===== config.mk =====
export PLATFORM = sky130hd
export DESIGN_NAME = lfu_cell
export DESIGN_NICKNAME = d
export VERILOG_FILES = /design/src/rtl/core/lfu_pkg.sv /design/src/rtl/core/lfu_cell.sv
export SDC_FILE = /design/constraint.sdc
export NUM_CORES = 1
export LEC_CHECK = 0
export BUFFER_PORTS_ARGS = -buffer_cell sky130_fd_sc_hd__buf_2
export CAP_MARGIN = 10
export CORE_AREA = 2 2 201 203
export DETAILED_ROUTE_END_ITERATION = 8
export DIE_AREA = 0 0 203 205
export PLACE_DENSITY = 0.59
export SYNTH_ARGS = -nofsm -noshare
export SYNTH_HDL_FRONTEND = slang
export SYNTH_SLANG_ARGS = --single-unit
export TNS_END_PERCENT = 30

===== constraint.sdc =====
create_clock -name clk -period 11.3 [get_ports clk]
set_clock_uncertainty 0.05 [all_clocks]
set_input_delay 2.26 -clock clk [delete_from_list [all_inputs] [get_ports clk]]
set_output_delay 2.26 -clock clk [all_outputs]
set_load 0.01 [all_outputs]

===== src/rtl/core/lfu_pkg.sv =====
// Shared types and constants for the LFU cache with LRU tie-break.
package lfu_pkg;

  localparam int DEF_ENTRIES    = 16;
  localparam int DEF_COUNT_BITS = 16;
  localparam int SLOT_FIELD_W   = 8;
  localparam int CAP_W          = 5;
  localparam logic [CAP_W-1:0] CAP_RESET = 5'd16;

  typedef enum logic [1:0] {
    OP_NONE   = 2'd0,
    OP_BUMP   = 2'd1,
    OP_WRITE  = 2'd2,
    OP_INSERT = 2'd3
  } lfu_op_t;

  localparam logic FUNC_READ  = 1'b0;
  localparam logic FUNC_WRITE = 1'b1;

  // Search wave that travels down the row of entry cells.
  typedef struct packed {
    logic                    live;
    logic [31:0]             key;
    logic                    hit;
    logic [SLOT_FIELD_W-1:0] hit_slot;
    logic [31:0]             hit_value;
    logic                    best_ok;
    logic [SLOT_FIELD_W-1:0] best_slot;
    logic [31:0]             best_count;
    logic [63:0]             best_stamp;
    logic                    free_ok;
    logic [SLOT_FIELD_W-1:0] free_slot;
  } lfu_carry_t;

  // Update broadcast to all cells; only the addressed cell acts on it.
  typedef struct packed {
    lfu_op_t                 op;
    logic [SLOT_FIELD_W-1:0] slot;
    logic [31:0]             key;
    logic [31:0]             value;
    logic [63:0]             stamp;
  } lfu_cmd_t;

endpackage


===== src/rtl/core/lfu_cell.sv =====
// One cache entry cell: holds an entry and advances the search wave by one stage.
module lfu_cell #(
  parameter int IDX        = 0,
  parameter int COUNT_BITS = lfu_pkg::DEF_COUNT_BITS
) (
  input  logic               clk,
  input  logic               rst,
  input  lfu_pkg::lfu_carry_t carry_in,
  input  lfu_pkg::lfu_cmd_t   cmd,
  output lfu_pkg::lfu_carry_t carry_out
);

  localparam logic [lfu_pkg::SLOT_FIELD_W-1:0] MY_SLOT = (lfu_pkg::SLOT_FIELD_W)'(IDX);

  logic                  valid;
  logic [31:0]           key;
  logic [31:0]           value;
  logic [COUNT_BITS-1:0] count;
  logic [63:0]           stamp;
  lfu_pkg::lfu_carry_t   carry_next;
  logic [31:0]           count_ext;

  assign count_ext = 32'(count);

  always_comb begin
    carry_next = carry_in;
    if (valid && !carry_in.hit && key == carry_in.key) begin
      carry_next.hit       = 1'b1;
      carry_next.hit_slot  = MY_SLOT;
      carry_next.hit_value = value;
    end
    if (valid && (!carry_in.best_ok || count_ext < carry_in.best_count ||
        (count_ext == carry_in.best_count && stamp < carry_in.best_stamp))) begin
      carry_next.best_ok    = 1'b1;
      carry_next.best_slot  = MY_SLOT;
      carry_next.best_count = count_ext;
      carry_next.best_stamp = stamp;
    end
    if (!valid && !carry_in.free_ok) begin
      carry_next.free_ok   = 1'b1;
      carry_next.free_slot = MY_SLOT;
    end
  end

  always_ff @(posedge clk) begin
    if (rst) begin
      carry_out <= '0;
    end else begin
      carry_out <= carry_next;
    end
  end

  always_ff @(posedge clk) begin
    if (rst) begin
      valid <= 1'b0;
    end else if (cmd.slot == MY_SLOT) begin
      case (cmd.op)
        lfu_pkg::OP_BUMP, lfu_pkg::OP_WRITE: begin
          if (count != '1) begin
            count <= count + 1'b1;
          end
          stamp <= cmd.stamp;
          if (cmd.op == lfu_pkg::OP_WRITE) begin
            value <= cmd.value;
          end
        end
        lfu_pkg::OP_INSERT: begin
          valid <= 1'b1;
          key   <= cmd.key;
          value <= cmd.value;
          count <= COUNT_BITS'(1);
          stamp <= cmd.stamp;
        end
        default: begin
        end
      endcase
    end
  end

endmodule


Yosys cells after proc, flatten, opt, wreduce, memory -nomap -nowiden
Index checks and enable logic that the tools add are counted.
{ "op_classes": {"addsub": 1, "order_cmp": 2, "n_eq_ne": 8, "mux": 7, "bitwise_logic": 1, "reduce_logical": 23} }
{ "ops": {"columns": ["operator", "count"], "rows": [
  ["$mux W105", 1],
  ["$lt A64 B64 Y1", 1],
  ["$pmux W32 S2", 1],
  ["$mux W41", 1],
  ["$eq A16 B32 Y1", 1],
  ["$eq A32 B32 Y1", 1],
  ["$lt A16 B32 Y1", 1],
  ["$mux W32", 1],
  ["$pmux W16 S2", 1],
  ["$add A16 B1 Y16 const B", 1],
  ["$mux W16", 1],
  ["$ne A16 B16 Y1 const B", 1],
  ["$mux W9", 1],
  ["$logic_not A8 Y1", 1],
  ["$reduce_and A4 Y1", 2],
  ["$reduce_or A2 Y1", 4],
  ["$reduce_and A3 Y1", 2],
  ["$logic_and A1 B1 Y1", 5],
  ["$eq A2 B2 Y1 const B", 2],
  ["$logic_not A1 Y1", 4],
  ["$ne A2 B2 Y1 const B", 2],
  ["$reduce_or A3 Y1", 1],
  ["$eq A2 B1 Y1 const B", 1],
  ["$logic_or A1 B1 Y1", 2],
  ["3 further kinds", 3]
]} }
{ "word_totals": {"register_bits": 333, "output_inout_bits": 188} }

Depth between registers and ports, before layout
Gate-level depths: netlist of run 1.
{ "logic_depth": {"ltp_word": 5, "mapped_depth": 12} }

Worst setup path after synthesis of run 1
No wires, ideal clock.
{ "synth_timing": {"path_kind": "input to register", "start": "in cmd[130] in the netlist's numbering", "end": "reg stamp[0], enable pin", "arrival_time_ns": 5.400, "t_required_ns": 10.763, "slack_ns": 5.363, "cell_stages": 3, "n_path_buf": 0, "cell_sequence": "nor4_1 > nand3_1 > nor2_1"} }
{ "synth_between": {"elab_chain_cells": 2} }
{ "synth_rtl": {"columns": ["item", "line", "rtl"], "rows": [
  ["start, declared", "lfu_cell.sv:9", "input lfu_pkg::lfu_cmd_t cmd,"],
  ["$logic_not A8 Y1", "lfu_cell.sv:56", "end else if (cmd.slot == MY_SLOT) begin"],
  ["$reduce_and A3 Y1 (no source line)", null, null],
  ["end signal, assigned", "lfu_cell.sv:62", "stamp <= cmd.stamp;"],
  ["end signal, assigned", "lfu_cell.sv:72", "stamp <= cmd.stamp;"],
  ["end, declared", "lfu_cell.sv:19", "logic [63:0] stamp;"]
]} }
Every way passes these cells.
A chain may end at the register's enable or synchronous reset.

Worst setup path after layout of run 1
{ "layout_timing": {"start": "in carry_in[72] in the netlist's numbering", "end": "reg carry_out[16] in the netlist's numbering"} }
{ "layout_between": {"elab_chain_cells": 5} }
{ "layout_rtl": {"columns": ["item", "line", "rtl"], "rows": [
  ["start, declared", "lfu_cell.sv:8", "input lfu_pkg::lfu_carry_t carry_in,"],
  ["$lt A64 B64 Y1", "lfu_cell.sv:33", "(count_ext == carry_in.best_count && stamp < carry_in.best_stamp))) begin"],
  ["$logic_and A1 B1 Y1", "lfu_cell.sv:33", null],
  ["$logic_or A1 B1 Y1", "lfu_cell.sv:32", "if (valid && (!carry_in.best_ok || count_ext < carry_in.best_count ||"],
  ["$logic_and A1 B1 Y1", "lfu_cell.sv:32", null],
  ["$mux W105", "lfu_cell.sv:32", null],
  ["end signal, assigned", "lfu_cell.sv:49", "carry_out <= carry_next;"],
  ["end, declared", "lfu_cell.sv:10", "output lfu_pkg::lfu_carry_t carry_out"]
]} }
Every way passes these cells.

==> results of run 1 <==
## registers in the layout, indices dropped and copies added, names as in the netlist
| name | cells |
|---|---|
| valid | 1 |
| key | 32 |
| stamp | 64 |
| value | 32 |
| carry_out | 188 |
| count | 16 |
## per-layer routing
layer  up-vias  global-route usage  routed length (µm)
li1       5042                   -                   -
met1      4759              0.2208               16290
met2       361              0.3304               20380
met5         -                   0                  69
met3        72             0.07016                3740
met4        10             0.08420                1130
## Yosys cell counts, types with 4 or more instances
cell / count / area, µm²
nand3_1: 17 / 85.08
nand2_1: 26 / 97.59
nor3_1: 6 / 30.03
and4_1: 6 / 52.55
xnor2_1: 33 / 289.0
buf_6: 7 / 78.83
nand4_1: 23 / 143.9
ha_1: 83 / 1039
dfxtp_1: 189 / 3784
clkbuf_1: 37 / 138.9
edfxtp_1: 144 / 4324
nor2b_1: 36 / 225.2
and3b_1: 24 / 210.2
nor4_1: 9 / 56.30
o21ai_0: 10 / 50.05
xor2_1: 13 / 113.9
nand2b_1: 161 / 1007
and3_1: 4 / 25.02
and2_1: 17 / 106.4
nor2_1: 62 / 232.7
inv_1: 85 / 319.1
a21oi_1: 36 / 180.2
mux2i_1: 112 / 1121
a21o_1: 6 / 45.04
## metrics by stage
stage | hold WS, ns | power (W)
global placement | 0.4125 | 0.001554
CTS | 0.4407 | 0.002840
floorplan | 0.3966 | 0.001429
finish | 0.4383 | 0.002803
detailed placement | 0.4176 | 0.001558
global route | 0.4663 | 0.002907
## final timing paths
| kind | endpoint | slack, ns | cells after the start |
|---|---|---|---|
| hold reg to reg | carry_out[119]$_SDFF_PP0_ | 0.44 | 2 |
| setup / recovery | carry_out[16]$_SDFF_PP0_ | 6.48 | 11 |
| hold / removal | carry_out[119]$_SDFF_PP0_ | 0.44 | 2 |
| setup reg to reg | carry_out[16]$_SDFF_PP0_ | 7.89 | 9 |
## cell families after synthesis
group	Yosys count	share of synthesized area
and+or+nand+nor	395	0.1656
DFF	333	0.5813
AOI/OAI and AO/OA	67	0.02951
muxes	112	0.08037
buffers and inverters	132	0.03992
adders and majority gates	83	0.07445
xor gates and xnor gates	46	0.02888
## tightest hold or removal path, cell delays in order, from the launching register on
cell and delay [ns]:
edfxtp_1 0.32, mux2i_1 0.06, nor2_1 0.08
## layout make-up
class,count,share of cell area
diodes,12,0.001633
inverters,85,0.01735
flip-flops and latches,333,0.4409
multi-input cells,703,0.2888
repair buffers,523,0.1438
clock inverters,7,0.002654
clock buffers,66,0.06920
well taps,525,0.03572
## placed cells by master, fill, tap and decap left out, types with 10 or more instances in the layout
master | synthesis | layout
a21oi_1 | 36 | 36
and2_1 | 17 | 17
and3b_1 | 24 | 24
buf_2 | 1 | 514
clkbuf_1 | 37 | 12
clkbuf_16 | 0 | 43
clkbuf_8 | 0 | 11
dfxtp_1 | 189 | 189
diode_2 | 0 | 12
edfxtp_1 | 144 | 144
ha_1 | 83 | 83
inv_1 | 85 | 85
mux2i_1 | 112 | 112
nand2_1 | 26 | 26
nand2b_1 | 161 | 161
nand3_1 | 17 | 16
nand4_1 | 23 | 23
nor2_1 | 62 | 60
nor2b_1 | 36 | 36
o21ai_0 | 10 | 10
xnor2_1 | 33 | 33
xor2_1 | 13 | 13
## power groups by stage
stage / Clock [W] / Combinational [W] / Sequential, W
after floorplan: 0 / 0.0000840 / 0.00134
after global placement: 0 / 0.000228 / 0.00133
after detailed placement: 0 / 0.000232 / 0.00133
after CTS: 0.00131 / 0.000233 / 0.00130
after global routing: 0.00135 / 0.000255 / 0.00130
final: 0.00127 / 0.000229 / 0.00130
==> results by group, run 1 <==
Critical path
  – CP startpoint kind: input pin
  – R2R Path Start: stamp[63]$_DFFE_PP_
  – WP buf/inv: 3
  – Slowest CP cell: buf_4
  – Critical path's largest stage delay: 0.67 ns
  – CP required: 11.70 ns
  – Crit path capture type: register
  – WS Path Type: input pin to register
  – Kind of cell adding the most delay to the critical path: simple AND/OR/NAND/NOR gates
  – Crit-path max FO: 47
  – Crit path from: carry_in[72]
  – Critical Path AT: 5.21 ns
  – Crit path cell chain: buf_2, inv_1, ha_1, nand4_1, or4_1, nand2b_1, a2111oi_2, a2111o_1, o41a_2, buf_4, mux2i_1

Timing
  – Setup WS post-layout: 6.485 ns
  – RSZ-0062 raised after global routing: false
  – Worst rel slew slack: 0.2519
  – Setup TNS: 0 ns
  – Final Max Slew Viols: 0
  – Setup Viol. Count Final: 0
  – Fmax: 207.7 MHz
  – Final Hold Viols: 0
  – Slew @ Worst Pin: 1.121 ns
  – Final clock period utilization by the worst path: 0.4261
  – Final Critical Period: 4.815 ns

Die
  – Die area: 41,620 µm²
  – Chip Width: 203 µm
  – Initial Utilization: 0.3543
  – IO Count: 516
  – FP Rows: 73
  – Core ar.: 39,370 µm²
  – Die Ht: 205 µm

Layout
  – Multi-input logic area: 5310 µm²
  – Final non-filler cell area: 18,390 µm²
  – Fill count: 3,713
  – Non-Filler Instances: 2,254
  – Final Util: 0.4671
  – Register area: 8108 µm²
  – Fraction of final layout cells sized beyond drive strength 1: 0.3442
  – Nets: 2,097
  – Layout area overhead: 31.84%

Yosys
  – Synth Instances: 1,168
  – Distinct cells, synth: 39
  – Synth warn: 0
  – Synth async-reset ratio: 0
  – #FFs+latches synth: 333
  – Register area share after synthesis: 0.5813
  – Synthesized area: 13,950 µm²
  – Syn Area/Cell: 11.94 µm²
  – Syn Nets: 1,579
  – Number of synthesized flops with an enable pin: 144
  – Main synth FF type: dfxtp_1

Min path
  – Worst hold start: value[5]$_DFFE_PP_
  – Hold Path Class: register to register

Power and ir drop
  – Pwr per Cell Area: 152.4 nW/µm²
  – Net switching power: 0.0006305 W
  – Gate power share: 0.082
  – Leak: 9.121 nW
  – Seq pwr share: 0.464
  – Internal power: 0.002172 W
  – Clock power frac: 0.454
  – Switch share: 0.2250
  – Peak VDD IR: 0.1105 mV

Placement
  – Placed cells: 2,169
  – GP Congestion: 0.8348
  – Area post-placement: 17,040 µm²
  – IO buf count: 515
  – Worst slack, placed: 5.889 ns
  – HPWL Detailed: 31,940 µm

Detailed routing
  – Routed len/inst: 18.46 µm
  – Via count: 10,240
  – DR DRC count: 0
  – DR iter-0 viols: 414
  – Via/cell ratio: 4.545
  – DRT Pass-1 Iters: 4
  – Detail Route Antenna Nets: 0
  – Drt total wl: 41,610 µm

Clock tree
  – Clock Path Buffers: 3
  – CTS tree: built
  – Hold-fix buffers, CTS: 0
  – H-tree Lvls: 2
  – Root Buffer: clkbuf_16
  – Clock Latency Late Sink: 0.56 ns
  – Clock sink total: 333
  – Clock buffer count from CTS: 40
  – Post_cts resized: 0
  – Setup bufs post-CTS: 0
  – Clock slew at reported path FFs: 0.06 ns

Global routing
  – Largest net degree at the start of global routing: 87
  – First-pass GRT wire length: 60,880 µm
  – Initial antenna violation count: 15
  – Vias in the first global route: 10,420
  – GRT Util Overall: 0.1946
  – Grt total ovfl: 0

Run status
  – Status: finished, final reports clean

Job
  – Max-cap violations: 0
Power figures use the tool's default switching activity.
==> run 2, diff against run 1 <==
ABC_AREA = 1   (was not set)
clock period = 5 ns   (was 11.3 ns; I/O delays follow)
==> run 2 against run 1 <==
  * Highest routed layer unchanged
  * Die area unchanged
  * Sequential power up 130%
  * Wire length up 1.1%
==> results by group, run 2 <==
Global routing
  – GRT Util Overall: 0.1959 (was 0.1946)
  – First-pass GRT wire length: 62,650 µm (was 60,880 µm)
  – Largest net degree at the start of global routing: 147 (was 87)
  – Initial antenna violation count: 4 (was 15)
  – Vias in the first global route: 11,380 (was 10,420)
  – Grt total ovfl: 0 (unchanged)

Yosys
  – Synthesized area: 13,930 µm² (was 13,950 µm²)
  – #FFs+latches synth: 333 (unchanged)
  – Distinct cells, synth: 30 (was 39)
  – Register area share after synthesis: 0.5821 (was 0.5813)
  – Syn Area/Cell: 9.139 µm² (was 11.94 µm²)
  – Synth Instances: 1,524 (was 1,168)
  – Synth warn: 0 (unchanged)
  – Synth top area share: 0.3105 (was 0.3100)
  – Number of synthesized flops with an enable pin: 144 (unchanged)
  – Main synth FF type: dfxtp_1 (unchanged)
  – Leading area contributor after synthesis: edfxtp_1 (unchanged)
  – Synth async-reset ratio: 0 (unchanged)
  – Synth top cells by count: 264 x nor2_1, 260 x inv_1, 189 x dfxtp_1, 170 x nand2_1, 144 x edfxtp_1 (was 189 x dfxtp_1, 161 x nand2b_1, 144 x edfxtp_1, 112 x mux2i_1, 85 x inv_1)
  – Most numerous cell in the Yosys netlist: nor2_1 (was dfxtp_1)
  – Syn Nets: 1,935 (was 1,579)
  – Top post-synthesis cells by area: edfxtp_1 31%, dfxtp_1 27%, ha_1 7.5% (was edfxtp_1 31%, dfxtp_1 27%, mux2i_1 8.0%)

Layout
  – Largest regs: carry_out: 188 flops, stamp: 64 flops (unchanged)
  – Most common cell after layout, fill and taps aside: buf_2 (unchanged)
  – Fill count: 3,807 (was 3,713)
  – Reg with most FFs: carry_out (unchanged)
  – Layout area overhead: 31.14% (was 31.84%)
  – Max reg flops: 188 (unchanged)
  – Non-Filler Instances: 2,584 (was 2,254)
  – Nets: 2,440 (was 2,097)
  – Most frequent cells in the layout: 515 x buf_2, 262 x nor2_1, 260 x inv_1, 188 x dfxtp_1, 170 x nand2_1 (was 514 x buf_2, 189 x dfxtp_1, 161 x nand2b_1, 144 x edfxtp_1, 112 x mux2i_1)
  – Fraction of final layout cells sized beyond drive strength 1: 0.2883 (was 0.3442)

Critical path
  – Crit-path max FO: 146 (was 47)
  – Crit path cell chain: buf_2, inv_1, ha_1, nand2_1, nor2_1, nand4_1, nor2_1, nand3_1, nor2_1, nand2_1, nor2_1, nand2_1, nand2_4, buf_12, nand3_1, nand2_1, nor2_1 (was buf_2, inv_1, ha_1, nand4_1, or4_1, nand2b_1, a2111oi_2, a2111o_1, o41a_2, buf_4, mux2i_1)
  – CP required: 5.37 ns (was 11.70 ns)
  – WS Path Type: input pin to register (unchanged)
  – WP buf/inv: 3 (unchanged)
  – Critical Path AT: 3.87 ns (was 5.21 ns)
  – CP startpoint kind: input pin (unchanged)
  – Kind of cell adding the most delay to the critical path: simple AND/OR/NAND/NOR gates (unchanged)
  – Critical path's largest stage delay: 0.42 ns (was 0.67 ns)
  – Most frequent CP cell: nor2_1
  – Crit path capture type: register (unchanged)
  – Slowest CP cell: buf_12 (was buf_4)

Clock tree
  – Setup bufs post-CTS: 0 (unchanged)
  – Clock slew at reported path FFs: 0.06 ns (about the same)
  – Clock Path Buffers: 3 (unchanged)
  – Clock sink total: 333 (unchanged)
  – CTS tree: built (unchanged)
  – Clock buffer count from CTS: 39 (was 40)
  – Clock Latency Late Sink: 0.55 ns (was 0.56 ns)
  – Root Buffer: clkbuf_16 (unchanged)
  – Hold-fix buffers, CTS: 0 (unchanged)
  – H-tree Lvls: 2 (unchanged)
  – Post_cts resized: 0 (unchanged)

Die
  – Core ar.: 39,370 µm² (unchanged)
  – Die area: 41,620 µm² (unchanged)
  – Die Ht: 205 µm (unchanged)
  – Initial Utilization: 0.3538 (was 0.3543)
  – Chip Width: 203 µm (unchanged)
  – FP Rows: 73 (unchanged)
  – IO Count: 516 (unchanged)

Min path
  – Hold Path Class: register to register (unchanged)

Timing
  – RSZ-0062 raised after global routing: false (unchanged)
  – Slew @ Worst Pin: 1.063 ns (was 1.121 ns)
  – Setup TNS: 0 ns (unchanged)
  – Final Hold Viols: 0 (unchanged)
  – Final Critical Period: 3.498 ns
  – Final clock period utilization by the worst path: 0.6997
  – Setup Viol. Count Final: 0 (unchanged)
  – Worst rel slew slack: 0.2914 (was 0.2519)
  – Final Max Slew Viols: 0 (unchanged)
  – Fmax: 285.8 MHz

Run status
  – Status: finished, final reports clean (unchanged)

Placement
  – GP Congestion: 0.8467 (was 0.8348)
  – Placed cells: 2,513 (was 2,169)
  – IO buf count: 515 (unchanged)
  – HPWL Detailed: 31,590 µm (was 31,940 µm)

Detailed routing
  – Detail Route Antenna Nets: 0 (unchanged)
  – DR DRC count: 0 (unchanged)
  – Via/cell ratio: 4.506 (was 4.545)
  – DRT Pass-1 Iters: 5 (was 4)
  – DR iter-0 viols: 584 (was 414)
  – Routed len/inst: 16.29 µm (was 18.46 µm)
  – Via count: 11,640 (was 10,240)
  – Drt total wl: 42,090 µm (was 41,610 µm)

Job
  – Max-cap violations: 0 (unchanged)

Power and ir drop
  – Pwr per Cell Area: 341.3 nW/µm² (was 152.4 nW/µm²)
  – Peak VDD IR: 0.3397 mV (was 0.1105 mV)
  – Leak: 9.231 nW (was 9.121 nW)
## run 2: where the power goes
group | leakage [nW] | switching [W] | internal, W
logic | 5.74 | 0.000280 | 0.000229
clock network | 0.617 | 0.00115 | 0.00164
registers | 2.87 | 0.0000232 | 0.00292
total | 9.23 | 0.00145 | 0.00478
## run 2: final timing paths
check,startpoint,end,slack (ns),cells past startpoint
worst max register to register,count[15]$_SDFFCE_PP0P_,carry_out[51]$_SDFF_PP0_,1.58,15
worst max-delay path,carry_in[88],carry_out[51]$_SDFF_PP0_,1.50,17
worst min register to register,value[26]$_DFFE_PP_,carry_out[140]$_SDFF_PP0_,0.44,2
worst min-delay path,value[26]$_DFFE_PP_,carry_out[140]$_SDFF_PP0_,0.44,2
## run 2: worst reg2reg max path: stages, from the launching register on
cell      delay, ns
edfxtp_1       0.46
ha_1           0.33
nand2_1        0.08
nor2_1         0.16
nand4_1        0.18
nor2_1         0.18
nand3_1        0.08
nor2_1         0.33
nand2_1        0.10
nor2_1         0.09
nand2_1        0.09
nand2_4        0.20
buf_12         0.42
nand3_1        0.38
nand2_1        0.10
nor2_1         0.05
## run 2: cell families (layout without fill, tap and decap cells)
kind of cell,after synthesis,in the layout,share of synthesized area
AO/OA/AOI/OAI,206,206,0.07555
XOR/XNOR,15,15,0.009433
adder cells (fa/ha/maj),83,83,0.07456
buffers and inverters,321,854,0.09091
flip-flops,333,333,0.5821
other,0,2,0
AND/OR/NAND/NOR,566,566,0.1674
## run 2: final cells by class
type                            instances  area [µm²]  area share
Antenna cell                            2       5.005   0.0002740
Clock buffer                           54        1125     0.06158
Clock inverter                         15       136.4    0.007466
Inverter                              261       982.2     0.05377
Multi-Input combinational cell        870        4579      0.2507
Sequential cell                       333        8112      0.4441
Tap cell                              525       656.9     0.03596
Timing Repair Buffer                  524        2670      0.1462
## run 2: routing by layer
metal | global-route usage | wire length [µm] | vias up
met3 | 0.04470 | 2732 | 68
met4 | 0.06934 | 1088 | 2
met2 | 0.3317 | 20440 | 369
met1 | 0.2453 | 17810 | 5302
met5 | 0 | 13 | -
li1 | - | - | 5902
## run 2: per-stage QoR
| step | utilization | total power (W) | hold WS (ns) | area (µm²) | setup slack (ns) |
|---|---|---|---|---|---|
| floorplan | - | 0.003221 | 0.4194 | 13930 | 0.3234 |
| global placement | 0.4318 | 0.003502 | 0.4248 | 17000 | 0.9966 |
| detailed placement | 0.4318 | 0.003511 | 0.4329 | 17000 | 0.9695 |
| CTS | 0.4639 | 0.006322 | 0.4457 | 18260 | 1.542 |
| global route | 0.4639 | 0.006495 | 0.4697 | 18260 | 1.220 |
| finish | 0.4640 | 0.006235 | 0.4426 | 18270 | 1.502 |
